`src/hdl/mwm_pkg.sv`:
```
`timescale 1ns / 1ps
`default_nettype none

package mwm_pkg;

  // Field widths
  localparam int CMD_W   = 9;   // drive command
  localparam int OUT_W   = 9;   // wheel power
  localparam int MP_W    = 8;   // min_power register
  localparam int PWR_W   = 11;  // mixed power, |p| <= 768
  localparam int MAG_W   = 10;  // magnitude of a mixed power
  localparam int LANES   = 4;   // FL, FR, BL, BR

  // Dead-band constants
  localparam int OUT_LIMIT = 255;
  localparam logic [MP_W-1:0] MP_RESET = 8'd25;

  // Default full-scale magnitude for the normalize step
  localparam int FULL_SCALE_DEF = 255;

  // Config port
  localparam int APB_AW    = 3;
  localparam int APB_DW    = 32;
  localparam int REG_IDX_W = 1;
  localparam logic [REG_IDX_W-1:0] REG_MIN_POWER = 1'b0;

  // Lane order
  localparam int LANE_FL = 0;
  localparam int LANE_FR = 1;
  localparam int LANE_BL = 2;
  localparam int LANE_BR = 3;

  typedef logic signed [PWR_W-1:0] pwr_t;

  // Per-word control carried down the pipe
  typedef struct packed {
    logic valid;
    logic scale;
  } mix_ctl_t;

endpackage

`default_nettype wire

```
`src/hdl/mecanum_wheel_mixer_top.sv`:
```
`timescale 1ns / 1ps
`default_nettype none

// Channel   Handshake            Payload
// command   start / busy         strafe_cmd_i, forward_cmd_i, rotate_cmd_i
// result    done_o (one cycle)   front_left_power_o .. back_right_power_o
// config    APB psel/penable     paddr, pwdata, prdata (min_power at 0x0)
//
// A command word is taken in every cycle with start high and busy low;
// the one-bit-per-stage divider that normalizes the four powers sits between
// two mix stages and three dead-band stages.
// busy is high during reset and for the first cycle after it, then stays low.
// Results cannot be held off: done_o marks each word for exactly one cycle.

module mecanum_wheel_mixer_top import mwm_pkg::*; #(
  parameter int FULL_SCALE = FULL_SCALE_DEF
) (
  input  logic                    clk_i,
  input  logic                    rst_ni,
  input  logic                    start,
  output logic                    busy,
  input  logic signed [CMD_W-1:0] strafe_cmd_i,
  input  logic signed [CMD_W-1:0] forward_cmd_i,
  input  logic signed [CMD_W-1:0] rotate_cmd_i,
  output logic                    done_o,
  output logic signed [OUT_W-1:0] front_left_power_o,
  output logic signed [OUT_W-1:0] front_right_power_o,
  output logic signed [OUT_W-1:0] back_left_power_o,
  output logic signed [OUT_W-1:0] back_right_power_o,
  input  logic                    psel,
  input  logic                    penable,
  input  logic                    pwrite,
  input  logic [APB_AW-1:0]       paddr,
  input  logic [APB_DW-1:0]       pwdata,
  output logic [APB_DW-1:0]       prdata,
  output logic                    pready
);

  localparam int QW = $clog2(FULL_SCALE + 1);
  localparam int NW = MAG_W + QW;

  logic                    busy_q;
  logic                    accept;
  logic [MP_W-1:0]         min_power;

  mix_ctl_t                mix_ctl;
  pwr_t                    mix_p   [LANES];
  logic [NW-1:0]           mix_num [LANES];
  logic [MAG_W-1:0]        mix_top;

  logic                    div_valid;
  pwr_t                    div_p [LANES];

  logic signed [OUT_W-1:0] pwr [LANES];

  // Busy only around reset
  always_ff @(posedge clk_i or negedge rst_ni) begin
    if (!rst_ni) begin
      busy_q <= 1'b1;
    end else begin
      busy_q <= 1'b0;
    end
  end

  assign busy   = busy_q;
  assign accept = start && !busy_q;

  mwm_apb u_apb (
    .clk_i       (clk_i),
    .rst_ni      (rst_ni),
    .psel        (psel),
    .penable     (penable),
    .pwrite      (pwrite),
    .paddr       (paddr),
    .pwdata      (pwdata),
    .prdata      (prdata),
    .pready      (pready),
    .min_power_o (min_power)
  );

  mwm_mix #(.FULL_SCALE(FULL_SCALE)) u_mix (
    .clk_i     (clk_i),
    .rst_ni    (rst_ni),
    .valid_i   (accept),
    .strafe_i  (strafe_cmd_i),
    .forward_i (forward_cmd_i),
    .rotate_i  (rotate_cmd_i),
    .ctl_o     (mix_ctl),
    .p_o       (mix_p),
    .num_o     (mix_num),
    .top_o     (mix_top)
  );

  mwm_div #(.FULL_SCALE(FULL_SCALE)) u_div (
    .clk_i   (clk_i),
    .rst_ni  (rst_ni),
    .ctl_i   (mix_ctl),
    .p_i     (mix_p),
    .num_i   (mix_num),
    .top_i   (mix_top),
    .valid_o (div_valid),
    .p_o     (div_p)
  );

  mwm_dband u_dband (
    .clk_i       (clk_i),
    .rst_ni      (rst_ni),
    .valid_i     (div_valid),
    .p_i         (div_p),
    .min_power_i (min_power),
    .valid_o     (done_o),
    .pwr_o       (pwr)
  );

  assign front_left_power_o  = pwr[LANE_FL];
  assign front_right_power_o = pwr[LANE_FR];
  assign back_left_power_o   = pwr[LANE_BL];
  assign back_right_power_o  = pwr[LANE_BR];

endmodule

`default_nettype wire

```
`src/hdl/mwm_apb.sv`:
```
`timescale 1ns / 1ps
`default_nettype none

module mwm_apb import mwm_pkg::*; (
  input  logic              clk_i,
  input  logic              rst_ni,
  input  logic              psel,
  input  logic              penable,
  input  logic              pwrite,
  input  logic [APB_AW-1:0] paddr,
  input  logic [APB_DW-1:0] pwdata,
  output logic [APB_DW-1:0] prdata,
  output logic              pready,
  output logic [MP_W-1:0]   min_power_o
);

  logic [MP_W-1:0]      min_power_q, min_power_d;
  logic [REG_IDX_W-1:0] reg_idx;
  logic                 wr_en;

  assign pready  = 1'b1;
  assign reg_idx = paddr[APB_AW-1:2];
  assign wr_en   = psel && penable && pwrite && pready;

  // Register write
  always_comb begin
    min_power_d = min_power_q;
    if (wr_en && (reg_idx == REG_MIN_POWER)) begin
      min_power_d = pwdata[MP_W-1:0];
    end
  end

  always_ff @(posedge clk_i or negedge rst_ni) begin
    if (!rst_ni) begin
      min_power_q <= MP_RESET;
    end else begin
      min_power_q <= min_power_d;
    end
  end

  // Read mux
  always_comb begin
    case (reg_idx)
      REG_MIN_POWER: prdata = APB_DW'(min_power_q);
      default:       prdata = '0;
    endcase
  end

  assign min_power_o = min_power_q;

endmodule

`default_nettype wire

```
`src/hdl/mwm_mix.sv`:
```
`timescale 1ns / 1ps
`default_nettype none

module mwm_mix import mwm_pkg::*; #(
  parameter  int FULL_SCALE = FULL_SCALE_DEF,
  localparam int QW = $clog2(FULL_SCALE + 1),
  localparam int NW = MAG_W + QW
) (
  input  logic                    clk_i,
  input  logic                    rst_ni,
  input  logic                    valid_i,
  input  logic signed [CMD_W-1:0] strafe_i,
  input  logic signed [CMD_W-1:0] forward_i,
  input  logic signed [CMD_W-1:0] rotate_i,
  output mix_ctl_t                ctl_o,
  output pwr_t                    p_o   [LANES],
  output logic [NW-1:0]           num_o [LANES],
  output logic [MAG_W-1:0]        top_o
);

  pwr_t              x, y, z;
  pwr_t              mix_d [LANES];
  pwr_t              p1_q  [LANES];
  logic              v1_q;

  logic [MAG_W-1:0]  mag   [LANES];
  logic [MAG_W-1:0]  max01, max23, top_d;
  logic [NW-1:0]     num_d [LANES];

  pwr_t              p2_q   [LANES];
  logic [NW-1:0]     num_q  [LANES];
  logic [MAG_W-1:0]  top_q;
  mix_ctl_t          ctl_q, ctl_d;

  // Stage 1: wheel mix
  always_comb begin
    x = pwr_t'(strafe_i);
    y = pwr_t'(forward_i);
    z = pwr_t'(rotate_i);
    mix_d[LANE_FL] = y + x + z;
    mix_d[LANE_FR] = y - x - z;
    mix_d[LANE_BL] = y - x + z;
    mix_d[LANE_BR] = y + x - z;
  end

  always_ff @(posedge clk_i) begin
    p1_q <= mix_d;
  end

  always_ff @(posedge clk_i or negedge rst_ni) begin
    if (!rst_ni) begin
      v1_q <= 1'b0;
    end else begin
      v1_q <= valid_i;
    end
  end

  // Stage 2: magnitudes, largest magnitude, scaled numerators
  always_comb begin
    for (int l = 0; l < LANES; l++) begin
      mag[l]   = p1_q[l][PWR_W-1] ? MAG_W'(-p1_q[l]) : MAG_W'(p1_q[l]);
      num_d[l] = NW'(mag[l]) * NW'(FULL_SCALE);
    end
    max01 = (mag[1] > mag[0]) ? mag[1] : mag[0];
    max23 = (mag[3] > mag[2]) ? mag[3] : mag[2];
    top_d = (max23 > max01) ? max23 : max01;
    ctl_d.valid = v1_q;
    ctl_d.scale = 32'(top_d) > 32'(FULL_SCALE);
  end

  always_ff @(posedge clk_i) begin
    p2_q  <= p1_q;
    num_q <= num_d;
    top_q <= top_d;
  end

  always_ff @(posedge clk_i or negedge rst_ni) begin
    if (!rst_ni) begin
      ctl_q <= '0;
    end else begin
      ctl_q <= ctl_d;
    end
  end

  assign ctl_o = ctl_q;
  assign p_o   = p2_q;
  assign num_o = num_q;
  assign top_o = top_q;

endmodule

`default_nettype wire

```
`src/hdl/mwm_div.sv`:
```
`timescale 1ns / 1ps
`default_nettype none

// Pipelined restoring divider, one quotient bit per stage, four lanes
// sharing one divisor (the largest magnitude).
module mwm_div import mwm_pkg::*; #(
  parameter  int FULL_SCALE = FULL_SCALE_DEF,
  localparam int QW = $clog2(FULL_SCALE + 1),
  localparam int NW = MAG_W + QW
) (
  input  logic             clk_i,
  input  logic             rst_ni,
  input  mix_ctl_t         ctl_i,
  input  pwr_t             p_i   [LANES],
  input  logic [NW-1:0]    num_i [LANES],
  input  logic [MAG_W-1:0] top_i,
  output logic             valid_o,
  output pwr_t             p_o   [LANES]
);

  logic [NW-1:0]    rem_q [QW][LANES];
  logic [QW-1:0]    quo_q [QW][LANES];
  pwr_t             p_q   [QW][LANES];
  logic [MAG_W-1:0] top_q [QW];
  mix_ctl_t         ctl_q [QW];

  for (genvar i = 0; i < QW; i++) begin : g_stage
    localparam int B = QW - 1 - i;

    logic [NW-1:0]    rem_in [LANES];
    logic [QW-1:0]    quo_in [LANES];
    pwr_t             p_in   [LANES];
    logic [MAG_W-1:0] top_in;
    mix_ctl_t         ctl_in;
    logic [NW-1:0]    dvs;
    logic [NW-1:0]    rem_d  [LANES];
    logic [QW-1:0]    quo_d  [LANES];

    if (i == 0) begin : g_first
      assign rem_in = num_i;
      assign p_in   = p_i;
      assign top_in = top_i;
      assign ctl_in = ctl_i;
      always_comb begin
        for (int l = 0; l < LANES; l++) begin
          quo_in[l] = '0;
        end
      end
    end else begin : g_next
      assign rem_in = rem_q[i-1];
      assign quo_in = quo_q[i-1];
      assign p_in   = p_q[i-1];
      assign top_in = top_q[i-1];
      assign ctl_in = ctl_q[i-1];
    end

    // Trial subtract of divisor shifted to this bit
    always_comb begin
      dvs = NW'(top_in) << B;
      for (int l = 0; l < LANES; l++) begin
        rem_d[l] = rem_in[l];
        quo_d[l] = quo_in[l];
        if (rem_in[l] >= dvs) begin
          rem_d[l] = rem_in[l] - dvs;
          quo_d[l] = quo_in[l] | (QW'(1) << B);
        end
      end
    end

    always_ff @(posedge clk_i) begin
      rem_q[i] <= rem_d;
      quo_q[i] <= quo_d;
      p_q[i]   <= p_in;
      top_q[i] <= top_in;
    end

    always_ff @(posedge clk_i or negedge rst_ni) begin
      if (!rst_ni) begin
        ctl_q[i] <= '0;
      end else begin
        ctl_q[i] <= ctl_in;
      end
    end
  end

  // Reapply sign; quotient magnitude stays below 768 when scaling
  always_comb begin
    for (int l = 0; l < LANES; l++) begin
      pwr_t qs;
      qs = pwr_t'(signed'({1'b0, MAG_W'(quo_q[QW-1][l])}));
      if (ctl_q[QW-1].scale) begin
        p_o[l] = p_q[QW-1][l][PWR_W-1] ? -qs : qs;
      end else begin
        p_o[l] = p_q[QW-1][l];
      end
    end
  end

  assign valid_o = ctl_q[QW-1].valid;

endmodule

`default_nettype wire

```
`src/hdl/mwm_dband.sv`:
```
`timescale 1ns / 1ps
`default_nettype none

// Dead-band remap, three stages: product, reciprocal estimate of /255,
// correction plus offset and clamp.
module mwm_dband import mwm_pkg::*; (
  input  logic                    clk_i,
  input  logic                    rst_ni,
  input  logic                    valid_i,
  input  pwr_t                    p_i [LANES],
  input  logic [MP_W-1:0]         min_power_i,
  output logic                    valid_o,
  output logic signed [OUT_W-1:0] pwr_o [LANES]
);

  localparam int PROD_W = MAG_W + MP_W;    // |base| * span
  localparam int P257_W = PROD_W + 9;      // m * 257
  localparam int RES_W  = PWR_W + 1;
  localparam int SHIFT  = 16;

  // Stage A
  pwr_t              base  [LANES];
  logic [MAG_W-1:0]  bmag  [LANES];
  logic [MP_W-1:0]   span;
  logic [PROD_W-1:0] m_d   [LANES];

  logic [PROD_W-1:0] ma_q    [LANES];
  logic              pnega_q [LANES];
  logic              nega_q  [LANES];
  logic              zeroa_q [LANES];
  logic [MP_W-1:0]   mpa_q;
  logic              va_q;

  always_comb begin
    span = MP_W'(OUT_LIMIT) - min_power_i;
    for (int l = 0; l < LANES; l++) begin
      base[l] = p_i[l][PWR_W-1] ? p_i[l] + pwr_t'(OUT_LIMIT) : p_i[l];
      bmag[l] = base[l][PWR_W-1] ? MAG_W'(-base[l]) : MAG_W'(base[l]);
      m_d[l]  = PROD_W'(bmag[l]) * PROD_W'(span);
    end
  end

  always_ff @(posedge clk_i) begin
    for (int l = 0; l < LANES; l++) begin
      ma_q[l]    <= m_d[l];
      pnega_q[l] <= base[l][PWR_W-1];
      nega_q[l]  <= p_i[l][PWR_W-1];
      zeroa_q[l] <= (p_i[l] == '0);
    end
    mpa_q <= min_power_i;
  end

  // Stage B: est = m*257 >> 16, at most one below m/255
  logic [P257_W-1:0] p257  [LANES];
  logic [MAG_W-1:0]  estb_q  [LANES];
  logic [PROD_W-1:0] mb_q    [LANES];
  logic              pnegb_q [LANES];
  logic              negb_q  [LANES];
  logic              zerob_q [LANES];
  logic [MP_W-1:0]   mpb_q;
  logic              vb_q;

  always_comb begin
    for (int l = 0; l < LANES; l++) begin
      p257[l] = (P257_W'(ma_q[l]) << 8) + P257_W'(ma_q[l]);
    end
  end

  always_ff @(posedge clk_i) begin
    for (int l = 0; l < LANES; l++) begin
      estb_q[l]  <= MAG_W'(p257[l] >> SHIFT);
      mb_q[l]    <= ma_q[l];
      pnegb_q[l] <= pnega_q[l];
      negb_q[l]  <= nega_q[l];
      zerob_q[l] <= zeroa_q[l];
    end
    mpb_q <= mpa_q;
  end

  // Stage C: correction, sign, offset, clamp
  logic [PROD_W-1:0]       est255 [LANES];
  logic [PROD_W-1:0]       rem    [LANES];
  logic [MAG_W-1:0]        quo    [LANES];
  logic signed [RES_W-1:0] qs     [LANES];
  logic signed [RES_W-1:0] res    [LANES];
  logic signed [OUT_W-1:0] pwr_d  [LANES];
  logic signed [OUT_W-1:0] pwr_q  [LANES];
  logic                    vc_q;

  always_comb begin
    for (int l = 0; l < LANES; l++) begin
      est255[l] = (PROD_W'(estb_q[l]) << 8) - PROD_W'(estb_q[l]);
      rem[l]    = mb_q[l] - est255[l];
      quo[l]    = (rem[l] >= PROD_W'(OUT_LIMIT)) ? estb_q[l] + MAG_W'(1) : estb_q[l];
      qs[l]     = signed'(RES_W'(quo[l]));
      if (pnegb_q[l]) begin
        qs[l] = -qs[l];
      end
      if (negb_q[l]) begin
        res[l] = qs[l] - RES_W'(OUT_LIMIT);
      end else begin
        res[l] = qs[l] + signed'(RES_W'(mpb_q));
      end
      if (zerob_q[l]) begin
        pwr_d[l] = '0;
      end else if (res[l] > RES_W'(OUT_LIMIT)) begin
        pwr_d[l] = OUT_W'(OUT_LIMIT);
      end else if (res[l] < -signed'(RES_W'(OUT_LIMIT))) begin
        pwr_d[l] = -signed'(OUT_W'(OUT_LIMIT));
      end else begin
        pwr_d[l] = OUT_W'(res[l]);
      end
    end
  end

  always_ff @(posedge clk_i) begin
    pwr_q <= pwr_d;
  end

  // Valid chain
  always_ff @(posedge clk_i or negedge rst_ni) begin
    if (!rst_ni) begin
      va_q <= 1'b0;
      vb_q <= 1'b0;
      vc_q <= 1'b0;
    end else begin
      va_q <= valid_i;
      vb_q <= va_q;
      vc_q <= vb_q;
    end
  end

  assign valid_o = vc_q;
  assign pwr_o   = pwr_q;

endmodule

`default_nettype wire

```
`config.mk`:
```
export PLATFORM = sky130hd
export DESIGN_NAME = mecanum_wheel_mixer_top
export DESIGN_NICKNAME = d
export VERILOG_FILES = /design/src/hdl/mwm_pkg.sv /design/src/hdl/mecanum_wheel_mixer_top.sv /design/src/hdl/mwm_apb.sv /design/src/hdl/mwm_mix.sv /design/src/hdl/mwm_div.sv /design/src/hdl/mwm_dband.sv
export SDC_FILE = /design/constraint.sdc
export NUM_CORES = 2
export LEC_CHECK = 0
export BUFFER_PORTS_ARGS = -buffer_cell sky130_fd_sc_hd__buf_2
export CAP_MARGIN = 0
export CORE_UTILIZATION = 45
export DETAILED_ROUTE_END_ITERATION = 7
export PLACE_DENSITY = 0.66
export SLEW_MARGIN = 40
export SYNTH_ARGS = -nofsm -noshare
export SYNTH_HDL_FRONTEND = slang
export SYNTH_SLANG_ARGS = --single-unit
```
`constraint.sdc`:
```
create_clock -name clk_i -period 8.6 [get_ports clk_i]
set_input_delay 1.29 -clock clk_i [delete_from_list [all_inputs] [get_ports clk_i]]
set_output_delay 1.29 -clock clk_i [all_outputs]
set_load 0.1 [all_outputs]
```
Word level (Yosys, flattened, before mapping)
Memories as Yosys holds them, arrays and structs flattened.
Index checks and enable logic that the tools add are counted.

word-level totals
  bits in writable memories = 1472
  memories kept = 13
  bits in registers = 253

operators by class
  multipliers = 8
  reduce and logical (&&, ||, !) cells = 13
  $lt $le $gt $ge = 48
  bitwise gates (word level) = 1
  muxes and demuxes = 108
  $add $sub $neg = 83

memories
  memory        depth  width  read ports  clocked after memory_dff  wr ports  line             text
  u_div.rem_q   8      72     7           0                         8         mwm_div.sv:21    logic [NW-1:0] rem_q [QW][LANES];
  u_div.p_q     8      44     8           0                         8         mwm_div.sv:23    pwr_t p_q [QW][LANES];
  u_div.quo_q   8      32     8           0                         8         mwm_div.sv:22    logic [QW-1:0] quo_q [QW][LANES];
  u_div.top_q   8      10     7           0                         8         mwm_div.sv:24    logic [MAG_W-1:0] top_q [QW];
  u_dband.ma_q  4      18     4           0                         4         mwm_dband.sv:27  logic [PROD_W-1:0] ma_q [LANES];
  u_dband.mb_q  4      18     4           0                         4         mwm_dband.sv:56  logic [PROD_W-1:0] mb_q [LANES];
  +7 memories   n/a    n/a    n/a         n/a                       n/a       n/a

operators by type and width
  cell                     number
  $mux W18                 32
  $mux W10                 15
  $sub A18 B10 Y18         8
  $mux W11                 12
  $add A26 B18 Y26         4
  $mux W12                 8
  $neg A10 Y10             8
  $ge A18 B10 Y1           4
  $ge A18 B11 Y1           4
  $ge A18 B12 Y1           4
  $ge A18 B13 Y1           4
  $ge A18 B14 Y1           4
  $ge A18 B15 Y1           4
  $ge A18 B16 Y1           4
  $ge A18 B17 Y1           4
  $ge A18 B8 Y1 const B    4
  $mul A10 B8 Y18          4
  $mul A10 B8 Y18 const B  4
  $mux W8                  9
  $sub A18 B11 Y18         4
  $sub A18 B12 Y18         4
  $sub A18 B13 Y18         4
  $sub A18 B14 Y18         4
  $sub A18 B15 Y18         4
  other kinds (31)         101

Logic depth before layout (Yosys ltp)
An unclocked memory read counts as a cell.

  word-level depth = 12
  depth in mapped cells = 35
  gate-level depth less buffers = 35

Cells and area by module
A second synthesis with hierarchy kept.

second synthesis, totals
  cells, all modules = 9064
  area, all modules = 86341.6 um^2

modules (own cells, without submodules)
  module                   cells each  times used  area each (um^2)  sequential area each (um^2)
  mwm_div                  4088        1           42141.7           21820.9
  mwm_dband                3345        1           28366.0           5280.1
  mwm_mix                  1576        1           15207.1           3318.2
  mwm_apb                  52          1           583.1             203.9
  mecanum_wheel_mixer_top  3           1           43.8              26.3

Worst setup path before layout
No wires, ideal clock.

  kind = register to register
  start point = mem u_div.quo_q[1][96] in the netlist's numbering
  end point = mem u_dband.ma_q[3][17] in the netlist's numbering
  arrival = 6.895 ns
  cell stages (with the launch flop) = 31
  buffers on the path = 1
  path slack = 1.572 ns
  cell sequence = dfxtp_1 inv_1 ha_1 nor3b_1 or3_1 a31oi_1 nand2b_1 or4b_1 or2_1 clkbuf_1 a31oi_1 a21oi_1 or3_1 xor2_1 nand2b_1 fa_1 fa_1 inv_1 fa_1 fa_1 ha_1 a21boi_0 o21ai_0 a21boi_0 o21ai_0 a21boi_0 o21ai_0 a21oi_1 o21ai_0 nand2_1 o211ai_1

RTL lines
  what                line
  start: declaration  mwm_div.sv:22
  end: declaration    mwm_dband.sv:27

==> run metrics <==
vias in the first global route=59200; total CTS buffers=150; critical path data arrival time=8.50 ns; cell accounting for the most synthesized area=dfxtp_1; worst-skew pair later-pin latency=0.79 ns; unrepaired setup endpoints after global routing=false; Post-CTS Repair Setup Buffers=0; Core Region=183000 sq um; final hold vios=0; area delta synth->final=10.7%; Worst path slowest cell=dfrtp_2; Seq/Total Area, Yosys=35.9%; Hold Path Depth=0; Starting Density=45.3%; Longest Clk Path Bufs=3; fraction of layout cells with a size suffix above 1=7.78%; post-synth top area share=34.9%; Placed Area=86500 sq um; worst slew pin tran=0.878 ns; min cycle time layout=7.86 ns; initial antenna violation count=11; ys flop type=dfxtp_1; number of synthesized flops with an enable pin=0; Pins Over Slew Limit=0; pin count of the biggest net entering global routing=44; # DRC=0; Via Count=58600; CTS tree=done; WL/cell=16.8 um; Hold Path Origin=u_div.p_q[1][76]; cell count after synthesis=8781; period utilization=91.3%; crit path kind=flip-flop to flip-flop; R2R Setup Slk=0.74 ns; Pre-Repair DR Iteration Count=8; final setup violation count=0; fin nets=10400; crit path max fanout=27; clk root buf=clkbuf_16; critical path endpoint category=flip-flop; clock transition at the registers of the reported paths=0.06 ns; clock net sink count=1479; global-route wire length before repair=312000 um; Finished Core Util=50.1%; I/O Buffers=87; Max-Cap Viols=0; I/O Pins=139; Worst slew margin=41.2%; number of library cell types mapped by synthesis=112; die width=431 um; worst stage delay on the critical path=0.54 ns; Post-Route WL=194000 um; GPL Wtd Cong=0.913; final instance area=91800 sq um; DRT iter0 DRCs=3323; commonest non-fill, non-tap cell in the layout=dfxtp_1; cts hold-fix bufs=0; ANT nets after route=0; Worst Reg2Reg Path Length in Cells=29; vias per cell=5.08; status=completed; CTS H-tree depth=4; Max Clk Rate=127 MHz; Die Span Y=431 um; async set or reset register ratio after synthesis=2.10%; final clock skew=0.0291 ns; post-CTS sizing=0; Post-Syn Area=82900 sq um; ranking of synthesized cells by area=dfxtp_1 (35%), ha_1 (14%), fa_1 (9.6%), inv_1 (5.2%), xnor2_1 (4.9%); reg2reg start=u_div.ctl_q[0]; critical path startpoint category=flip-flop; Worst Hold Class=flip-flop to flip-flop; grt ovf=0; register bit total from synthesis=1479; WHS=0.320 ns; site row count=157; CP Data Required Time=9.25 ns; dpl hpwl=158000 um; hold endpoint=u_div.p_q[1][120]; most frequent cells in the layout=dfxtp_1 (1448), inv_1 (1146), ha_1 (942), nor2_1 (651), a21oi_1 (517); worst r2r dst=u_dband.ma_q[1][17]; die outline area=186000 sq um; final setup TNS=0 ns; Mapped Avg Cell Area=9.45 sq um; GRT Total Usage=20.9%; Synth Warn #=0
==> worst max-delay path, delay by kind of cell (launching register included) <==
| family | cells | cell delay [ns] |
|---|---|---|
| adders and majority gates | 6 | 2.53 |
| buffers and inverters | 5 | 0.58 |
| and+or+nand+nor | 5 | 1.15 |
| AOI/OAI and AO/OA | 12 | 2.41 |
| DFF | 1 | 0.54 |
| xor gates and xnor gates | 1 | 0.52 |
==> state kept, by name, indices dropped and copies added (netlist names), 36 cells and up <==
name	count
u_div.top_q	70
u_dband.estb_q	40
u_mix.p1_q	42
u_div.p_q	322
u_div.quo_q	144
u_mix.p_o	42
u_mix.num_o	68
u_dband.ma_q	72
u_dband.mb_q	72
u_dband.pwr_o	36
u_div.rem_q	490
==> how the worst max path moves through the flow <==
stage,end,from
4_1_cts,u_dband.ma_q[2][17],u_div.ctl_q[0]
5_1_grt,u_dband.ma_q[0][17],u_div.ctl_q[0]
2_1_floorplan,u_dband.ma_q[3][17],u_div.quo_q[1][96]
6_report,u_dband.ma_q[1][17],u_div.ctl_q[0]
3_3_place_gp,u_dband.ma_q[2][17],u_div.ctl_q[0]
3_5_place_dp,u_dband.ma_q[2][17],u_div.ctl_q[0]
==> synthesized netlist by cell type (12+ instances only) <==
cell and number:
mux2_2 35, nand4_1 68, dfxtp_1 1448, nor2b_1 135
nor2_1 651, nor4_1 65, inv_1 1146, ha_1 942
or4_1 20, and4_1 19, o211ai_1 30, a211oi_1 32
a21o_1 201, xnor2_1 460, nor3b_1 12, nor3_1 146
a31oi_1 35, and3_1 55, a21boi_0 87, o21ai_0 447
o21bai_1 35, nand3_1 110, nand4b_1 18, nand2_1 462
a21oi_1 517, fa_1 398, o21a_1 50, nor4b_1 20
and2_1 16, or2_2 171, clkbuf_1 123, buf_4 26
xor2_1 237, o22ai_1 14, dfrtp_1 27, nand2b_1 132
mux2i_1 59, nand3b_1 18, or3_1 35, o31ai_1 55
==> logic make-up (layout without fill, tap and decap cells) <==
family	after synthesis	in the layout	synth area share, %
xor+xnor	698	698	7.39
simple gates	2189	2189	13.1
flops	1479	1479	35.9
other cells	2	29	0.00905
mux	97	97	1.24
fa+ha+maj	1340	1340	23.8
compound gates	1661	1661	12.4
buf+inv	1315	1575	6.09
==> metrics by stage <==
stage,setup WS [ns],std cells
after floorplan,1.57,8805
after global routing,0.0347,11500
after detailed placement,0.577,11300
after CTS,0.529,11500
after global placement,0.620,11200
final,0.744,11500
==> cell type report <==
| class | count | area, sq um |
|---|---|---|
| multi-input cells | 6011 | 48500 |
| inverters | 1149 | 4310 |
| well taps | 2464 | 3080 |
| repair buffers | 153 | 933 |
| flip-flops and latches | 1479 | 29800 |
| fillers | 16800 | 91300 |
| diodes | 3 | 7.51 |
| clock buffers | 192 | 4170 |
| clock inverters | 81 | 1050 |
==> layer usage <==
metal | share of wire [%] | routed length, um | global-route usage, % | up-vias
met3 | 3.7 | 7230 | 2.69 | 364
met1 | 43 | 83800 | 25.3 | 27400
li1 | - | - | - | 29600
met5 | 0 | 0 | 0 | -
met4 | 4.5 | 8790 | 9.15 | 0
met2 | 49 | 94100 | 37.0 | 1161
Power is not shown: default switching activity piles up to over one toggle a cycle in this logic, so the estimate is an artifact.
